[src/design/m4i_pkg.sv]
// Shared types, widths, codes and index tables for the 4x4 matrix inverse unit.
package m4i_pkg;

    localparam int EW = 16;            // stored element width
    localparam int MW = 2 * EW + 1;    // 2x2 minor width, also the lane operand width
    localparam int PW = 2 * MW;        // lane product width
    localparam int AW = PW + 3;        // lane accumulator and determinant width
    localparam int CW = EW + MW + 2;   // cofactor width
    localparam int QW = 32;            // result element width
    localparam int RW = AW + 1;        // divider remainder width
    localparam int FRAC_SHIFT = 24;    // cofactor scale over determinant scale, Q16.16 result
    localparam int SPLIT = QW - FRAC_SHIFT;

    // merge stage operations
    localparam logic [1:0] MG_HOLD  = 2'd0;
    localparam logic [1:0] MG_SUM01 = 2'd1;
    localparam logic [1:0] MG_ADD2  = 2'd2;
    localparam logic [1:0] MG_ABS   = 2'd3;

    typedef logic signed [MW-1:0] t_opnd;
    typedef logic signed [AW-1:0] t_acc;

    typedef struct packed {
        logic signed [EW-1:0] elem0;
        logic signed [EW-1:0] elem1;
        logic signed [EW-1:0] elem2;
        logic signed [EW-1:0] elem3;
    } t_in_item;

    typedef struct packed {
        logic signed [QW-1:0] out0;
        logic signed [QW-1:0] out1;
        logic signed [QW-1:0] out2;
        logic signed [QW-1:0] out3;
        logic [1:0]           row_number;
        logic                 singular;
        logic                 last;
    } t_out_item;

    typedef struct packed {
        logic en;
        logic clr;
        logic neg;
    } t_mac_ctl;

    function automatic t_opnd f_sx(input logic signed [EW-1:0] x);
        return {{(MW-EW){x[EW-1]}}, x};
    endfunction

    // column pair (i, j) behind minor index m
    function automatic logic [1:0] f_pair_i(input logic [2:0] m);
        logic [1:0] v;
        unique case (m)
            3'd0, 3'd1, 3'd2: v = 2'd0;
            3'd3, 3'd4:       v = 2'd1;
            default:          v = 2'd2;
        endcase
        return v;
    endfunction

    function automatic logic [1:0] f_pair_j(input logic [2:0] m);
        logic [1:0] v;
        unique case (m)
            3'd0:       v = 2'd1;
            3'd1, 3'd3: v = 2'd2;
            default:    v = 2'd3;
        endcase
        return v;
    endfunction

    // t-th column left once column r is dropped
    function automatic logic [1:0] f_cof_col(input logic [1:0] r, input logic [1:0] t);
        return (t < r) ? t : 2'(t + 2'd1);
    endfunction

    // minor that pairs with column f_cof_col(r, t)
    function automatic logic [2:0] f_cof_minor(input logic [1:0] r, input logic [1:0] t);
        logic [2:0] v;
        unique case ({r, t})
            4'b00_00: v = 3'd5;
            4'b00_01: v = 3'd4;
            4'b00_10: v = 3'd3;
            4'b01_00: v = 3'd5;
            4'b01_01: v = 3'd2;
            4'b01_10: v = 3'd1;
            4'b10_00: v = 3'd4;
            4'b10_01: v = 3'd2;
            4'b10_10: v = 3'd0;
            4'b11_00: v = 3'd3;
            4'b11_01: v = 3'd1;
            4'b11_10: v = 3'd0;
            default:  v = 3'd0;
        endcase
        return v;
    endfunction

endpackage

[src/design/m4i_merge.sv]
// Merge stage: sums lane partial determinants, takes magnitude and sign, flags zero.
module m4i_merge (
    input  logic                   i_clk,
    input  logic [1:0]             i_op,
    input  m4i_pkg::t_acc          i_acc0,
    input  m4i_pkg::t_acc          i_acc1,
    input  m4i_pkg::t_acc          i_acc2,
    output logic [m4i_pkg::AW-1:0] o_dmag,
    output logic                   o_dneg,
    output logic                   o_dzero
);
    import m4i_pkg::*;

    t_acc r_det;

    always_ff @(posedge i_clk) begin
        unique case (i_op)
            MG_SUM01: r_det <= i_acc0 + i_acc1;
            MG_ADD2:  r_det <= r_det + i_acc2;
            MG_ABS: begin
                o_dmag  <= r_det[AW-1] ? AW'(-r_det) : AW'(r_det);
                o_dneg  <= r_det[AW-1];
                o_dzero <= (r_det == '0);
            end
            default: begin
            end
        endcase
    end

endmodule

[config.mk]
export PLATFORM = sky130hd
export DESIGN_NAME = m4i_merge
export DESIGN_NICKNAME = d
export VERILOG_FILES = /design/src/design/m4i_pkg.sv /design/src/design/m4i_merge.sv
export SDC_FILE = /design/constraint.sdc
export NUM_CORES = 1
export LEC_CHECK = 0
export BUFFER_PORTS_ARGS = -buffer_cell sky130_fd_sc_hd__buf_2
export CAP_MARGIN = 25
export CORE_AREA = 2 2 170 172
export CTS_CLUSTER_SIZE = 10
export DETAILED_ROUTE_END_ITERATION = 10
export DIE_AREA = 0 0 172 174
export PLACE_DENSITY_LB_ADDON = 0.2
export SYNTH_ARGS = -nofsm -noshare
export SYNTH_HDL_FRONTEND = slang
export SYNTH_SLANG_ARGS = --single-unit
[constraint.sdc]
create_clock -name i_clk -period 3.6 [get_ports i_clk]
set_clock_uncertainty 0.05 [all_clocks]
set_input_delay 0.36 -clock i_clk [delete_from_list [all_inputs] [get_ports i_clk]]
set_output_delay 0.36 -clock i_clk [all_outputs]
set_load 0.05 [all_outputs]
# Yosys cells after proc, flatten, opt, wreduce, memory -nomap -nowiden
# Index checks and enable logic that the tools add are counted.
totals:
  ff_bits: 140
  in_bits: 210
classes:
  addsub: 3
  n_eq_ne: 3
  muxes: 2
  n_reduce_logical: 2
op_table:
  columns: ["cell", "n"]
  rows:
  - ["$add 69x69->69", 2]
  - ["$pmux 69 s2", 1]
  - ["$logic_not 69->1", 1]
  - ["$neg 69->69", 1]
  - ["$mux 68", 1]
  - ["$eq 2x2->1 const B", 2]
  - ["$eq 2x1->1 const B", 1]
  - ["$reduce_bool 2->1", 1]

# Longest topological paths before layout
depth:
  depth_word: 2
  ltp_mapped: 13
  ltp_nobuf: 13

# Worst setup path after synthesis
# OpenSTA, ideal clock, no wires.
synth_timing:
  path_kind: "register to register"
  start: "reg r_det[7]"
  end: "reg r_det[67] (data pin)"
  t_arrival_ns: 3.101
  required_time_ns: 3.291
  path_slack_ns: 0.191
  stages_incl_launch_ff: 13
  path_cell_list: "edfxtp_1 ha_1 and4_1 nor2b_1 a311oi_1 nor4b_1 a211oi_1 o211ai_2 a21oi_1 o31ai_1 xnor2_1 a22o_1 a211o_1"
synth_via:
  elab_chain_cells: 2
synth_rtl:
  columns: ["item", "line_no", "source"]
  rows:
  - ["start: declaration", "m4i_merge.sv:14", "t_acc r_det;"]
  - ["start signal: assignment", "m4i_merge.sv:18", "MG_SUM01: r_det <= i_acc0 + i_acc1;"]
  - ["start signal: assignment", "m4i_merge.sv:19", "MG_ADD2: r_det <= r_det + i_acc2;"]
  - ["$add 69x69->69", "m4i_merge.sv:19", null]
  - ["$pmux 69 s2", "m4i_merge.sv:17", "unique case (i_op)"]
# Every way passes these cells.
# A chain may end at the register's enable or synchronous reset.

# Final worst setup path
layout_timing:
  start: "reg r_det[22]"
  end: "reg r_det[67] (data pin)"
# Same word-level chain as after synthesis.

==> impl_metrics.csv <==
group,metric,value,unit
power,clkPwrFrac,20.3,%
final_layout,layout-drive-gt1-share,28.04,%
routing,dr.pass1.iters,6,
synth,ys.flop_type,"edfxtp_1",
min_path,hp-class,"input port to flip-flop",
clocking,cts_tree,"built",
synth,synth-edff-count,140,
final_layout,finalNetCount,2467,
synth,seq_area_frac_synth,29.09,%
power,p_sw,3.734,mW
grt,grt_pass1_vias,13470,
power,seqPwrFrac,26.8,%
min_path,hold_end,"r_det[0]",
min_path,hold_start,"i_acc2[0]",
die,die-height,174,um
routing,drtAntennaViolNets,0,
critical_path,crit_start,"r_det[22]",
critical_path,worstSetupPathType,"flip-flop to flip-flop",
clocking,cts_buffer_depth,2,
sta,slew_violations,0,
synth,synth_compound_area_share,25.78,%
synth,synthDistinctLibCells,81,
grt,antenna_found_initial,3,
die,design.portCount,281,
synth,yosysWarningCount,0,
synth,synth-seq-cells,140,
run_status,status,"finished clean",
sta,min_period,3.543,ns
critical_path,critPathMaxFanout,5,
synth,synth.avg_cell_area,8.535,um2
power,power_density,493.6,mW/mm2
final_layout,final_core_util,65.12,%
final_layout,area_delta_synth_final,27.25,%
placement,place_area,0.01750,mm2
clocking,path_clk_slew,0.07,ns
routing,drc_errors,0,
clocking,h-tree-depth,4,
clocking,cts_buffers,17,
critical_path,r2r-end,"r_det[67]",
synth,ys_async_sr_fraction,0,%
die,fp-row-count,62,
routing,wl_per_cell,18.69,um
sta,hold_slack,0.3349,ns
critical_path,critPathRequiredTime,3.74,ns
clocking,clockRootBuffer,"clkbuf_16",
placement,gp_congestion,0.9650,
placement,io_buffers,280,
critical_path,start_kind,"flip-flop",
routing,viasPerCell,5.884,
sta,fin_crit_sh,98.41,%
power,share_comb_of_total_power,52.9,%
flow_run,maxCapViolations,0,
critical_path,rr_worst_depth,13,
critical_path,ff2ff_setup_slack,0.06,ns
synth,synth_area,0.01445,mm2
sta,worst_pin_slew,0.8510,ns
critical_path,critPathArrivalTime,3.69,ns
routing,drtIter0Drc,1462,
sta,final-setup-viol-count,0,
synth,synth_mux_area_share,0.7187,%
synth,syn_inst,1693,
die,dieArea,0.02993,mm2
power,switching_share,41.14,%
die,start_util,51.17,%
routing,wl,47.00,mm
power,internal_power,5.341,mW
routing,vias,14800,
die,die_w,172,um
clocking,cts.sinks,140,
synth,synth-xor-area-share,11.64,%
die,core_area,0.02824,mm2
grt,grt_max_degree,73,
grt,grtUsageTotal,30.51,%
synth,synth_fa_ha_area_share,12.31,%
sta,timing.fmax,282.3,MHz
final_layout,fin_area,0.01839,mm2
sta,hold_violations,0,
power,ir_worst_vdd,310.6,uV
grt,gr-total-overflow,0,
placement,dp_hpwl,38.39,mm
synth,synth_fp_nets,2044,
synth,synthSimpleGateAreaFrac,16.86,%
clocking,clock_latency,0.44,ns
grt,grt_pass1_wl,71.45,mm
min_path,min_path_cells,3,
critical_path,crit-reg2reg-launch,"r_det[22]",
power,p_leak,7.885,nW
synth,synth_top_family_by_area,"compound AO/OA/AOI/OAI gates",
critical_path,critPathCaptureType,"flip-flop",
sta,relSlewSlack,43.27,%
==> logic make-up after synthesis <==
family,after synthesis
AOI/OAI and AO/OA,596
and+or+nand+nor,484
xor gates and xnor gates,192
adders and majority gates,141
DFF,140
buffers and inverters,130
muxes,10
==> synthesized netlist by cell type, types with 4 or more instances <==
library cell,number,area share (%)
a21o_1,82,4.3
buf_2,8,0.28
nand3_1,20,0.69
nor4_1,11,0.48
mux2i_1,7,0.48
o211ai_1,6,0.31
a31oi_1,15,0.65
and3_1,14,0.61
or3_1,23,1.0
nand2_2,5,0.22
nand4_1,49,2.1
o31ai_1,32,1.7
ha_1,139,12
o21a_1,13,0.68
o41ai_1,11,0.67
or2_2,6,0.26
nor3_1,27,0.94
nor2b_1,6,0.26
nand2b_1,18,0.78
o221ai_1,4,0.24
nor2_1,113,2.9
a221oi_1,5,0.30
inv_1,40,1.0
nand2_1,149,3.9
buf_1,6,0.16
a2111oi_0,4,0.24
xnor2_1,140,8.5
o21ai_1,20,0.69
o21bai_1,29,1.5
and4_1,8,0.48
a21boi_0,6,0.31
clkbuf_1,71,1.8
or4_1,12,0.62
edfxtp_1,140,29
xor2_1,52,3.2
a211oi_1,17,0.88
o21ai_0,130,4.5
a21oi_1,185,6.4
==> worst max path at each step <==
stage,to,cells after the start
4_1_cts,r_det[44],14
3_3_place_gp,r_det[44],15
2_1_floorplan,r_det[67],12
5_1_grt,r_det[67],14
3_5_place_dp,r_det[44],15
6_report,r_det[67],13
==> metrics by stage <==
step / std cells / total power, mW / setup WS (ns) / TNS [ns]
global placement: 2470 / 6.970 / -0.1455 / -0.3410
global route: 2515 / 9.542 / -0.03243 / -0.04870
detailed placement: 2470 / 7.007 / -0.1512 / -0.7442
CTS: 2505 / 8.891 / -0.01836 / -0.01836
floorplan: 1693 / 5.360 / 0.1905 / 0
finish: 2515 / 9.075 / 0.05715 / 0
==> worst max-delay path: stages, from the launching register on <==
cell and delay [ns]:
edfxtp_1 0.50, ha_4 0.35, nand2_1 0.07, or4_4 0.56
o221a_1 0.22, o21ai_1 0.11, a211oi_1 0.10, buf_4 0.16
o211ai_4 0.21, a21oi_2 0.12, o31ai_2 0.22, xnor2_1 0.15
a22o_1 0.20, a211o_1 0.26
==> power groups by stage <==
| stage | registers, mW | logic, mW | clock network, mW |
|---|---|---|---|
| 3_3_place_gp | 2.44 | 4.53 | 0 |
| 6_report | 2.43 | 4.80 | 1.84 |
| 2_1_floorplan | 2.78 | 2.58 | 0 |
| 4_1_cts | 2.43 | 4.62 | 1.85 |
| 5_1_grt | 2.46 | 5.18 | 1.91 |
| 3_5_place_dp | 2.46 | 4.55 | 0 |
==> final cells by class <==
class / instances / area [um2]
diodes: 2 / 5.005
well taps: 384 / 480.5
inverters: 41 / 153.9
multi-input cells: 1423 / 9933
clock buffers: 20 / 436.7
clock inverters: 12 / 161.4
fillers: 2467 / 9849
repair buffers: 493 / 3013
flip-flops and latches: 140 / 4204
==> metal layers <==
layer | wire length, um | GRT usage (%) | vias up
met1 | 23270 | 49.29 | 6852
met5 | 0 | 0 | -
li1 | - | - | 7217
met2 | 19040 | 42.99 | 688
met4 | 600 | 6.232 | 0
met3 | 4103 | 3.780 | 41
==> state kept, by name (all words and copies together) (netlist names) <==
name / flops
o_dneg: 1
o_dmag: 69
o_dzero: 1
r_det: 69
==> what timing repair did <==
item / 4_1_cts / 5_1_grt
setup endpoints to repair: 6 / 29
pin swaps: 1 / 10
cloned: 0 / 0
gates resized for setup: 9 / 36
buffers inserted: 3 / 8
hold buffers: 0 / 0
==> cells in the final DEF (no fill, tap or decap), types with 82 or more instances in the layout <==
| master | count |
|---|---|
| a21o_1 | 82 |
| a21oi_1 | 181 |
| buf_2 | 280 |
| buf_4 | 212 |
| edfxtp_1 | 140 |
| ha_1 | 125 |
| nand2_1 | 149 |
| nor2_1 | 112 |
| o21ai_0 | 127 |
| xnor2_1 | 140 |
(Power assumes the default switching activity.)
