`src/design/m4i_pkg.sv`:
```
// Shared types, widths, codes and index tables for the 4x4 matrix inverse unit.
package m4i_pkg;

    localparam int EW = 16;            // stored element width
    localparam int MW = 2 * EW + 1;    // 2x2 minor width, also the lane operand width
    localparam int PW = 2 * MW;        // lane product width
    localparam int AW = PW + 3;        // lane accumulator and determinant width
    localparam int CW = EW + MW + 2;   // cofactor width
    localparam int QW = 32;            // result element width
    localparam int RW = AW + 1;        // divider remainder width
    localparam int FRAC_SHIFT = 24;    // cofactor scale over determinant scale, Q16.16 result
    localparam int SPLIT = QW - FRAC_SHIFT;

    // merge stage operations
    localparam logic [1:0] MG_HOLD  = 2'd0;
    localparam logic [1:0] MG_SUM01 = 2'd1;
    localparam logic [1:0] MG_ADD2  = 2'd2;
    localparam logic [1:0] MG_ABS   = 2'd3;

    typedef logic signed [MW-1:0] t_opnd;
    typedef logic signed [AW-1:0] t_acc;

    typedef struct packed {
        logic signed [EW-1:0] elem0;
        logic signed [EW-1:0] elem1;
        logic signed [EW-1:0] elem2;
        logic signed [EW-1:0] elem3;
    } t_in_item;

    typedef struct packed {
        logic signed [QW-1:0] out0;
        logic signed [QW-1:0] out1;
        logic signed [QW-1:0] out2;
        logic signed [QW-1:0] out3;
        logic [1:0]           row_number;
        logic                 singular;
        logic                 last;
    } t_out_item;

    typedef struct packed {
        logic en;
        logic clr;
        logic neg;
    } t_mac_ctl;

    function automatic t_opnd f_sx(input logic signed [EW-1:0] x);
        return {{(MW-EW){x[EW-1]}}, x};
    endfunction

    // column pair (i, j) behind minor index m
    function automatic logic [1:0] f_pair_i(input logic [2:0] m);
        logic [1:0] v;
        unique case (m)
            3'd0, 3'd1, 3'd2: v = 2'd0;
            3'd3, 3'd4:       v = 2'd1;
            default:          v = 2'd2;
        endcase
        return v;
    endfunction

    function automatic logic [1:0] f_pair_j(input logic [2:0] m);
        logic [1:0] v;
        unique case (m)
            3'd0:       v = 2'd1;
            3'd1, 3'd3: v = 2'd2;
            default:    v = 2'd3;
        endcase
        return v;
    endfunction

    // t-th column left once column r is dropped
    function automatic logic [1:0] f_cof_col(input logic [1:0] r, input logic [1:0] t);
        return (t < r) ? t : 2'(t + 2'd1);
    endfunction

    // minor that pairs with column f_cof_col(r, t)
    function automatic logic [2:0] f_cof_minor(input logic [1:0] r, input logic [1:0] t);
        logic [2:0] v;
        unique case ({r, t})
            4'b00_00: v = 3'd5;
            4'b00_01: v = 3'd4;
            4'b00_10: v = 3'd3;
            4'b01_00: v = 3'd5;
            4'b01_01: v = 3'd2;
            4'b01_10: v = 3'd1;
            4'b10_00: v = 3'd4;
            4'b10_01: v = 3'd2;
            4'b10_10: v = 3'd0;
            4'b11_00: v = 3'd3;
            4'b11_01: v = 3'd1;
            4'b11_10: v = 3'd0;
            default:  v = 3'd0;
        endcase
        return v;
    endfunction

endpackage

```
`src/design/m4i_lane.sv`:
```
// One compute lane: multiply-accumulate and a restoring divider with saturation.
module m4i_lane (
    input  logic                      i_clk,
    input  logic                      i_rst_n,
    input  m4i_pkg::t_mac_ctl         i_ctl,
    input  m4i_pkg::t_opnd            i_op_a,
    input  m4i_pkg::t_opnd            i_op_b,
    input  logic                      i_div_start,
    input  logic [m4i_pkg::AW-1:0]    i_dmag,
    input  logic                      i_dneg,
    output m4i_pkg::t_acc             o_acc,
    output logic [m4i_pkg::QW-1:0]    o_quot,
    output logic                      o_done
);
    import m4i_pkg::*;

    localparam int CNTW = $clog2(QW);
    localparam logic [CNTW-1:0] CNT_LAST = CNTW'(QW - 1);
    localparam logic [QW-1:0] Q_MAX = {1'b0, {(QW-1){1'b1}}};
    localparam logic [QW-1:0] Q_MIN = {1'b1, {(QW-1){1'b0}}};

    localparam logic [1:0] D_IDLE = 2'd0;
    localparam logic [1:0] D_PREP = 2'd1;
    localparam logic [1:0] D_RUN  = 2'd2;
    localparam logic [1:0] D_DONE = 2'd3;

    logic signed [PW-1:0] r_prod;
    logic                 r_pen, r_pclr, r_pneg;
    t_acc                 r_acc, n_acc;
    logic signed [AW-1:0] w_base, w_pext;

    logic [1:0]           r_dst;
    logic [CNTW-1:0]      r_cnt;
    logic [CW-1:0]        r_num;
    logic                 r_qneg, r_big;
    logic [RW-1:0]        r_rem;
    logic [QW-1:0]        r_sh, r_q;
    logic signed [CW-1:0] w_cof;
    logic [RW-1:0]        w_hi, w_trial;
    logic [RW:0]          w_diff;
    logic                 w_fit;

    // product stage
    always_ff @(posedge i_clk) begin
        if (!i_rst_n) begin
            r_pen  <= 1'b0;
            r_pclr <= 1'b0;
            r_pneg <= 1'b0;
        end else begin
            r_pen  <= i_ctl.en;
            r_pclr <= i_ctl.clr;
            r_pneg <= i_ctl.neg;
        end
    end

    always_ff @(posedge i_clk) begin
        r_prod <= i_op_a * i_op_b;
    end

    // accumulate stage
    assign w_base = r_pclr ? '0 : r_acc;
    assign w_pext = {{(AW-PW){r_prod[PW-1]}}, r_prod};
    assign n_acc  = r_pneg ? (w_base - w_pext) : (w_base + w_pext);

    always_ff @(posedge i_clk) begin
        if (r_pen) begin
            r_acc <= n_acc;
        end
    end

    assign o_acc = r_acc;

    // divider: |cof| * 2^24 / |det|, one quotient bit a cycle
    assign w_cof   = r_acc[CW-1:0];
    assign w_hi    = RW'(r_num[CW-1:SPLIT]);
    assign w_trial = {r_rem[RW-2:0], r_sh[QW-1]};
    assign w_diff  = {1'b0, w_trial} - {2'b00, i_dmag};
    assign w_fit   = !w_diff[RW];

    always_ff @(posedge i_clk) begin
        if (!i_rst_n) begin
            r_dst <= D_IDLE;
            r_cnt <= '0;
        end else if (i_div_start) begin
            r_dst <= D_PREP;
        end else begin
            unique case (r_dst)
                D_PREP: begin
                    r_dst <= D_RUN;
                    r_cnt <= '0;
                end
                D_RUN: begin
                    r_cnt <= r_cnt + 1'b1;
                    if (r_cnt == CNT_LAST) begin
                        r_dst <= D_DONE;
                    end
                end
                D_IDLE, D_DONE: begin
                end
                default: r_dst <= D_IDLE;
            endcase
        end
    end

    always_ff @(posedge i_clk) begin
        if (i_div_start) begin
            r_num  <= w_cof[CW-1] ? CW'(-w_cof) : CW'(w_cof);
            r_qneg <= w_cof[CW-1] ^ i_dneg;
        end else if (r_dst == D_PREP) begin
            r_rem <= w_hi;
            r_big <= (w_hi >= {1'b0, i_dmag});
            r_sh  <= {r_num[SPLIT-1:0], {FRAC_SHIFT{1'b0}}};
            r_q   <= '0;
        end else if (r_dst == D_RUN) begin
            r_rem <= w_fit ? w_diff[RW-1:0] : w_trial;
            r_q   <= {r_q[QW-2:0], w_fit};
            r_sh  <= {r_sh[QW-2:0], 1'b0};
        end
    end

    always_comb begin
        if (!r_qneg) begin
            o_quot = (r_big || (r_q > Q_MAX)) ? Q_MAX : r_q;
        end else begin
            o_quot = (r_big || (r_q > Q_MIN)) ? Q_MIN : QW'(-r_q);
        end
    end

    assign o_done = (r_dst == D_DONE);

endmodule

```
`config.mk`:
```
export PLATFORM = sky130hd
export DESIGN_NAME = m4i_lane
export DESIGN_NICKNAME = d
export VERILOG_FILES = /design/src/design/m4i_pkg.sv /design/src/design/m4i_lane.sv
export SDC_FILE = /design/constraint.sdc
export NUM_CORES = 2
export LEC_CHECK = 0
export ABC_AREA = 0
export BUFFER_PORTS_ARGS = -buffer_cell sky130_fd_sc_hd__buf_2
export CAP_MARGIN = 15
export CORE_MARGIN = 3
export CORE_UTILIZATION = 53
export CTS_BUF_LIST = sky130_fd_sc_hd__clkbuf_8
export DETAILED_ROUTE_END_ITERATION = 10
export GPL_TIMING_DRIVEN = 0
export HOLD_SLACK_MARGIN = 0.15
export MAX_ROUTING_LAYER = met4
export PLACE_DENSITY = 0.76
export SYNTH_ARGS = -nofsm -noshare
export SYNTH_HDL_FRONTEND = slang
export SYNTH_SLANG_ARGS = --single-unit
```
`constraint.sdc`:
```
create_clock -name i_clk -period 8.25 [get_ports i_clk]
set_input_delay 0.4125 -clock i_clk [delete_from_list [all_inputs] [get_ports i_clk]]
set_output_delay 0.4125 -clock i_clk [all_outputs]
set_load 0.01 [all_outputs]
```
# --- After elaboration in Yosys (flattened, before gate mapping) ---
# Cells that the tools add are included.
totals:
  latch_bits: 0
  elab_cells: 62
  output_inout_bits: 102
  ram_bits: 0
  inputBits: 142
  regBits: 330
  romBits: 0
  mem_count: 0
classes:
  mux: 16
  reduce_logical: 10
  n_div: 0
  multipliers: 1
  eq_ne: 6
  n_shift: 0
  bitwise_logic: 3
  n_lt_le_gt_ge: 3
  addsub: 6
op_table:
  columns: ["cell", "n"]
  rows:
  - ["69-bit two-way mux", 4]
  - ["32-bit two-way mux", 6]
  - ["70-bit by 69-bit subtractor with 71-bit output", 1]
  - ["69-bit by 66-bit adder with 69-bit output", 1]
  - ["43-bit by 69-bit >= comparator with 1-bit output", 1]
  - ["69-bit by 66-bit subtractor with 69-bit output", 1]
  - ["33-bit by 33-bit multiplier with 66-bit output", 1]
  - ["51-bit negator", 1]
  - ["50-bit two-way mux", 1]
  - ["43-bit two-way mux", 1]
  - ["32-bit by 31-bit greater-than comparator with 1-bit output (second input constant)", 1]
  - ["32-bit greater-than comparator (second input constant)", 1]
  - ["32-bit negator", 1]
  - ["5-bit case mux with 2 select lines", 1]
  - ["2-bit AND reduction", 4]
  - ["5-bit by 1-bit adder with 5-bit output (second input constant)", 1]
  - ["5-bit == test (second input constant)", 1]
  - ["2-bit == test (second input constant)", 2]
  - ["2-bit case mux with 2 select lines", 1]
  - ["3-bit inequality test (second input constant)", 1]
  - ["3-bit nonzero test", 1]
  - ["2-bit by 1-bit == test with 1-bit output (second input constant)", 1]
  - ["1-bit logical OR", 2]
  - ["2-bit two-way mux", 1]
  - ["7 further kinds", 8]

# --- Longest topological paths before layout ---
logic_depth:
  depth_word: 4
  ltp_mapped: 31
  mapped_depth_nobuf: 29

# --- Worst setup path before layout ---
# Ideal clock, no wire load.
synth_timing:
  path_kind: "input to register"
  from: "input i_op_a[32]"
  to: "register r_prod[64]"
  setup_time_ns: 0.127
  path_slack_ns: 0.633
  n_path_buf: 2
  t_required_ns: 8.123
  arrival_time_ns: 7.491
  stages: 27
  cell_sequence: "clkbuf_1 -> nand2_1 -> inv_1 -> fa_1 -> fa_1 -> fa_1 -> fa_1 -> inv_1 -> fa_1 -> inv_1 -> fa_1 -> inv_1 -> fa_1 -> fa_1 -> inv_1 -> ha_1 -> clkbuf_1 -> a21o_1 -> a21o_1 -> a21oi_1 -> nor2b_1 -> o21a_1 -> o21ai_0 -> nand2b_1 -> a21oi_1 -> o21ai_0 -> xor2_1"
synth_between:
  elab_chain_len: 1
synth_rtl:
  columns: ["element", "line", "source"]
  rows:
  - ["start: declaration", "m4i_lane.sv:6", "input m4i_pkg::t_opnd i_op_a,"]
  - ["33-bit by 33-bit multiplier with 66-bit output", "m4i_lane.sv:57", "r_prod <= i_op_a * i_op_b;"]
  - ["end signal: assignment", "m4i_lane.sv:57", null]
  - ["end: declaration", "m4i_lane.sv:27", "logic signed [PW-1:0] r_prod;"]
# No other way between the ends.
# A chain may end at the register's enable or synchronous reset.

# --- Worst setup path in the final report ---
layout_timing:
  from: "input i_op_a[0]"
  to: "register r_prod[62]"
# Same word-level chain as after synthesis.

==> impl_metrics.tcl <==
set metrics [dict create \
    dieArea_um2 121000 \
    cts.path.max_buffers 3 \
    synth_area_um2 61900 \
    cts_root_buf "clkbuf_8" \
    multi_input_area_um2 47500 \
    async_flop_share 0 \
    required_ns 8.78 \
    crit_top_cell "fa_1" \
    htreeDepth 2 \
    synthTopCellsByArea "fa_1 37%, edfxtp_1 11%, ha_1 8.2%, inv_1 7.7%, and2_1 5.6%" \
    setup_viol 0 \
    drcViolationCount 0 \
    area_growth_pct 7.98 \
    die_h_um 348 \
    final_layout_size_suffix_gt1_frac 0.0792 \
    crit_type "primary input to flop" \
    critPathMaxFanout 10 \
    dr_total_vias 50300 \
    n_fill_cell 10400 \
    mostFrequentLayoutCell "inv_1" \
    synth_edf_count 231 \
    max_slew_margin 0.247 \
    drtIter0Drc 4328 \
    synth_top_area_share 0.371 \
    synth_cells 6805 \
    status "finished clean" \
    grt_overflow 0 \
    antenna_found_initial 13 \
    ys.flop_type "edfxtp_1" \
    drt_pass1_iterations 6 \
    critPathSlowestCell "clkbuf_1" \
    tightest_slew_ns 1.13 \
    clkTransAtPathRegs_ns 0.07 \
    grt_pass1_wl_um 324000 \
    hold_viol 0 \
    die_w_um 348 \
    max_freq_mhz 123 \
    crit_arrival_ns 8.65 \
    ys_warn_count 0 \
    slew_violations 0 \
    fin_skew_ns 0.0317 \
    final_nets 8811 \
    synth_seq_cells 307 \
    hp-class "primary input to flop" \
    yosys.cell_types.count 85 \
    period_minus_slack_ns 8.13 \
    grt_usage 0.372 \
    drt-total-wl_um 217000 \
    placementRows 124 \
    antenna_left 0 \
    ios 244 \
    wl_per_cell_um 25.0 \
    grt_pass1_vias 51800 \
    clk_latency_ns 0.65 \
    synth_nets 8499 \
    mostFrequentLayoutCells "1268 x inv_1, 1140 x fa_1, 746 x nand2_1" \
    yosys.area.top_type "fa_1" \
    port_buffers 243 \
    hpwlAfterDp_um 184000 \
    tns_ns 0 \
    seqCellArea_um2 8460 \
    post-route-period-util 0.985 \
    initial_core_util 0.538 \
    synth_area_per_cell_um2 9.10 \
    via_per_inst 5.79 \
    cts_tree "built" \
    max_stage_delay_ns 0.83 \
    end_kind "flop" \
    grt_max_degree 70 \
    yosysSeqAreaShare 0.137 \
    core_um2 115000 \
    gp_congestion 1.10 \
    cts_buffers 47 \
    worst_setup_path_start_kind "primary input" \
    clkSinkCount 307 \
    maxCapViolCount 0 \
]
[flip-flops by register name, summed over array words and instances, names as in the netlist, 2 cells and up]
register	cells
r_q	32
r_rem	69
r_prod	66
r_dst	2
o_acc	69
r_cnt	5
r_sh	8
r_num	51
[final timing paths]
check	start	endpoint	slack (ns)	cells past startpoint
worst max register to register	r_prod[6]$_DFF_P_	o_acc[68]$_DFFE_PP_	0.76	20
worst max-delay path	i_op_a[0]	r_prod[62]$_DFF_P_	0.12	29
worst min register to register	r_cnt[4]$_SDFFE_PN0P_	r_cnt[4]$_SDFFE_PN0P_	0.53	2
worst min-delay path	i_div_start	r_num[9]$_DFFE_PP_	0.23	1
[per-stage QoR]
step	std cells	worst slack (ns)	hold slack (ns)	area [um^2]	utilization
after floorplan	6805	0.633	0.460	61900	-
after global placement	8560	-1.36	0.473	65000	0.565
after detailed placement	8568	-1.47	0.526	65200	0.566
after CTS	8669	0.00427	0.193	66600	0.579
after global routing	8676	-0.0255	0.232	66900	0.581
final	8680	0.124	0.227	66900	0.581
[cells by family (layout without fill, tap and decap cells)]
logic type               count (synthesis)  after routing  synth area share
AO/OA/AOI/OAI                          963            963            0.0985
XOR/XNOR                               313            313            0.0443
adder cells (fa/ha/maj)               1552           1552             0.453
buffers and inverters                 1602           1953            0.0974
flip-flops                             307            307             0.137
multiplexers                            20             20           0.00358
other                                    0             12                 0
AND/OR/NAND/NOR                       2048           2048             0.167
[critical path, delay by kind of cell]
family	cells	cell delay (ns)
xor gates and xnor gates	1	0.14
adders and majority gates	9	4.28
AOI/OAI and AO/OA	8	1.48
and+or+nand+nor	3	0.63
buffers and inverters	8	1.67
[cells in the mapped netlist (all sizes together) (30+ instances only)]
library cell,count
a211oi,46
nor4,35
nand2b,40
o21a,33
o31ai,30
o21bai,40
a21oi,317
nand4,59
nand3,61
a21o,131
nor2b,120
or3,37
fa,1147
and2,559
clkbuf,318
nor3,65
edfxtp,231
nor2,246
ha,405
dfxtp,76
xor2,89
xnor2,224
inv,1269
a31oi,35
o21ai,189
nand2,747
[final cells by class]
class | instances | area share
clock inverter | 33 | 0.00629
inverter | 1271 | 0.0716
clock buffer | 55 | 0.0113
timing repair buffer | 268 | 0.0226
buffer | 326 | 0.0218
antenna | 12 | 0.000449
tap | 1512 | 0.0283
sequential | 307 | 0.127
multi-input combinational | 4896 | 0.711
[what timing repair did]
action,CTS,global route
endpoints found under the setup margin,25,15
hold buffers,8,0
resized for setup,83,214
hold endpoints to repair,11,0
pin swaps,1,4
setup buffers,5,4
[per-layer routing]
layer  track usage  part of all wire  vias to the layer above
met4         0.173             0.058                        0
li1              -                 -                    22100
met1         0.451              0.38                    25200
met5             -                 0                        -
met2         0.601              0.47                     2468
met3        0.0721             0.093                      598
Power is left out: the tool's default activity adds up to more than one toggle a clock period on the data nets, which glitch-free logic cannot reach.
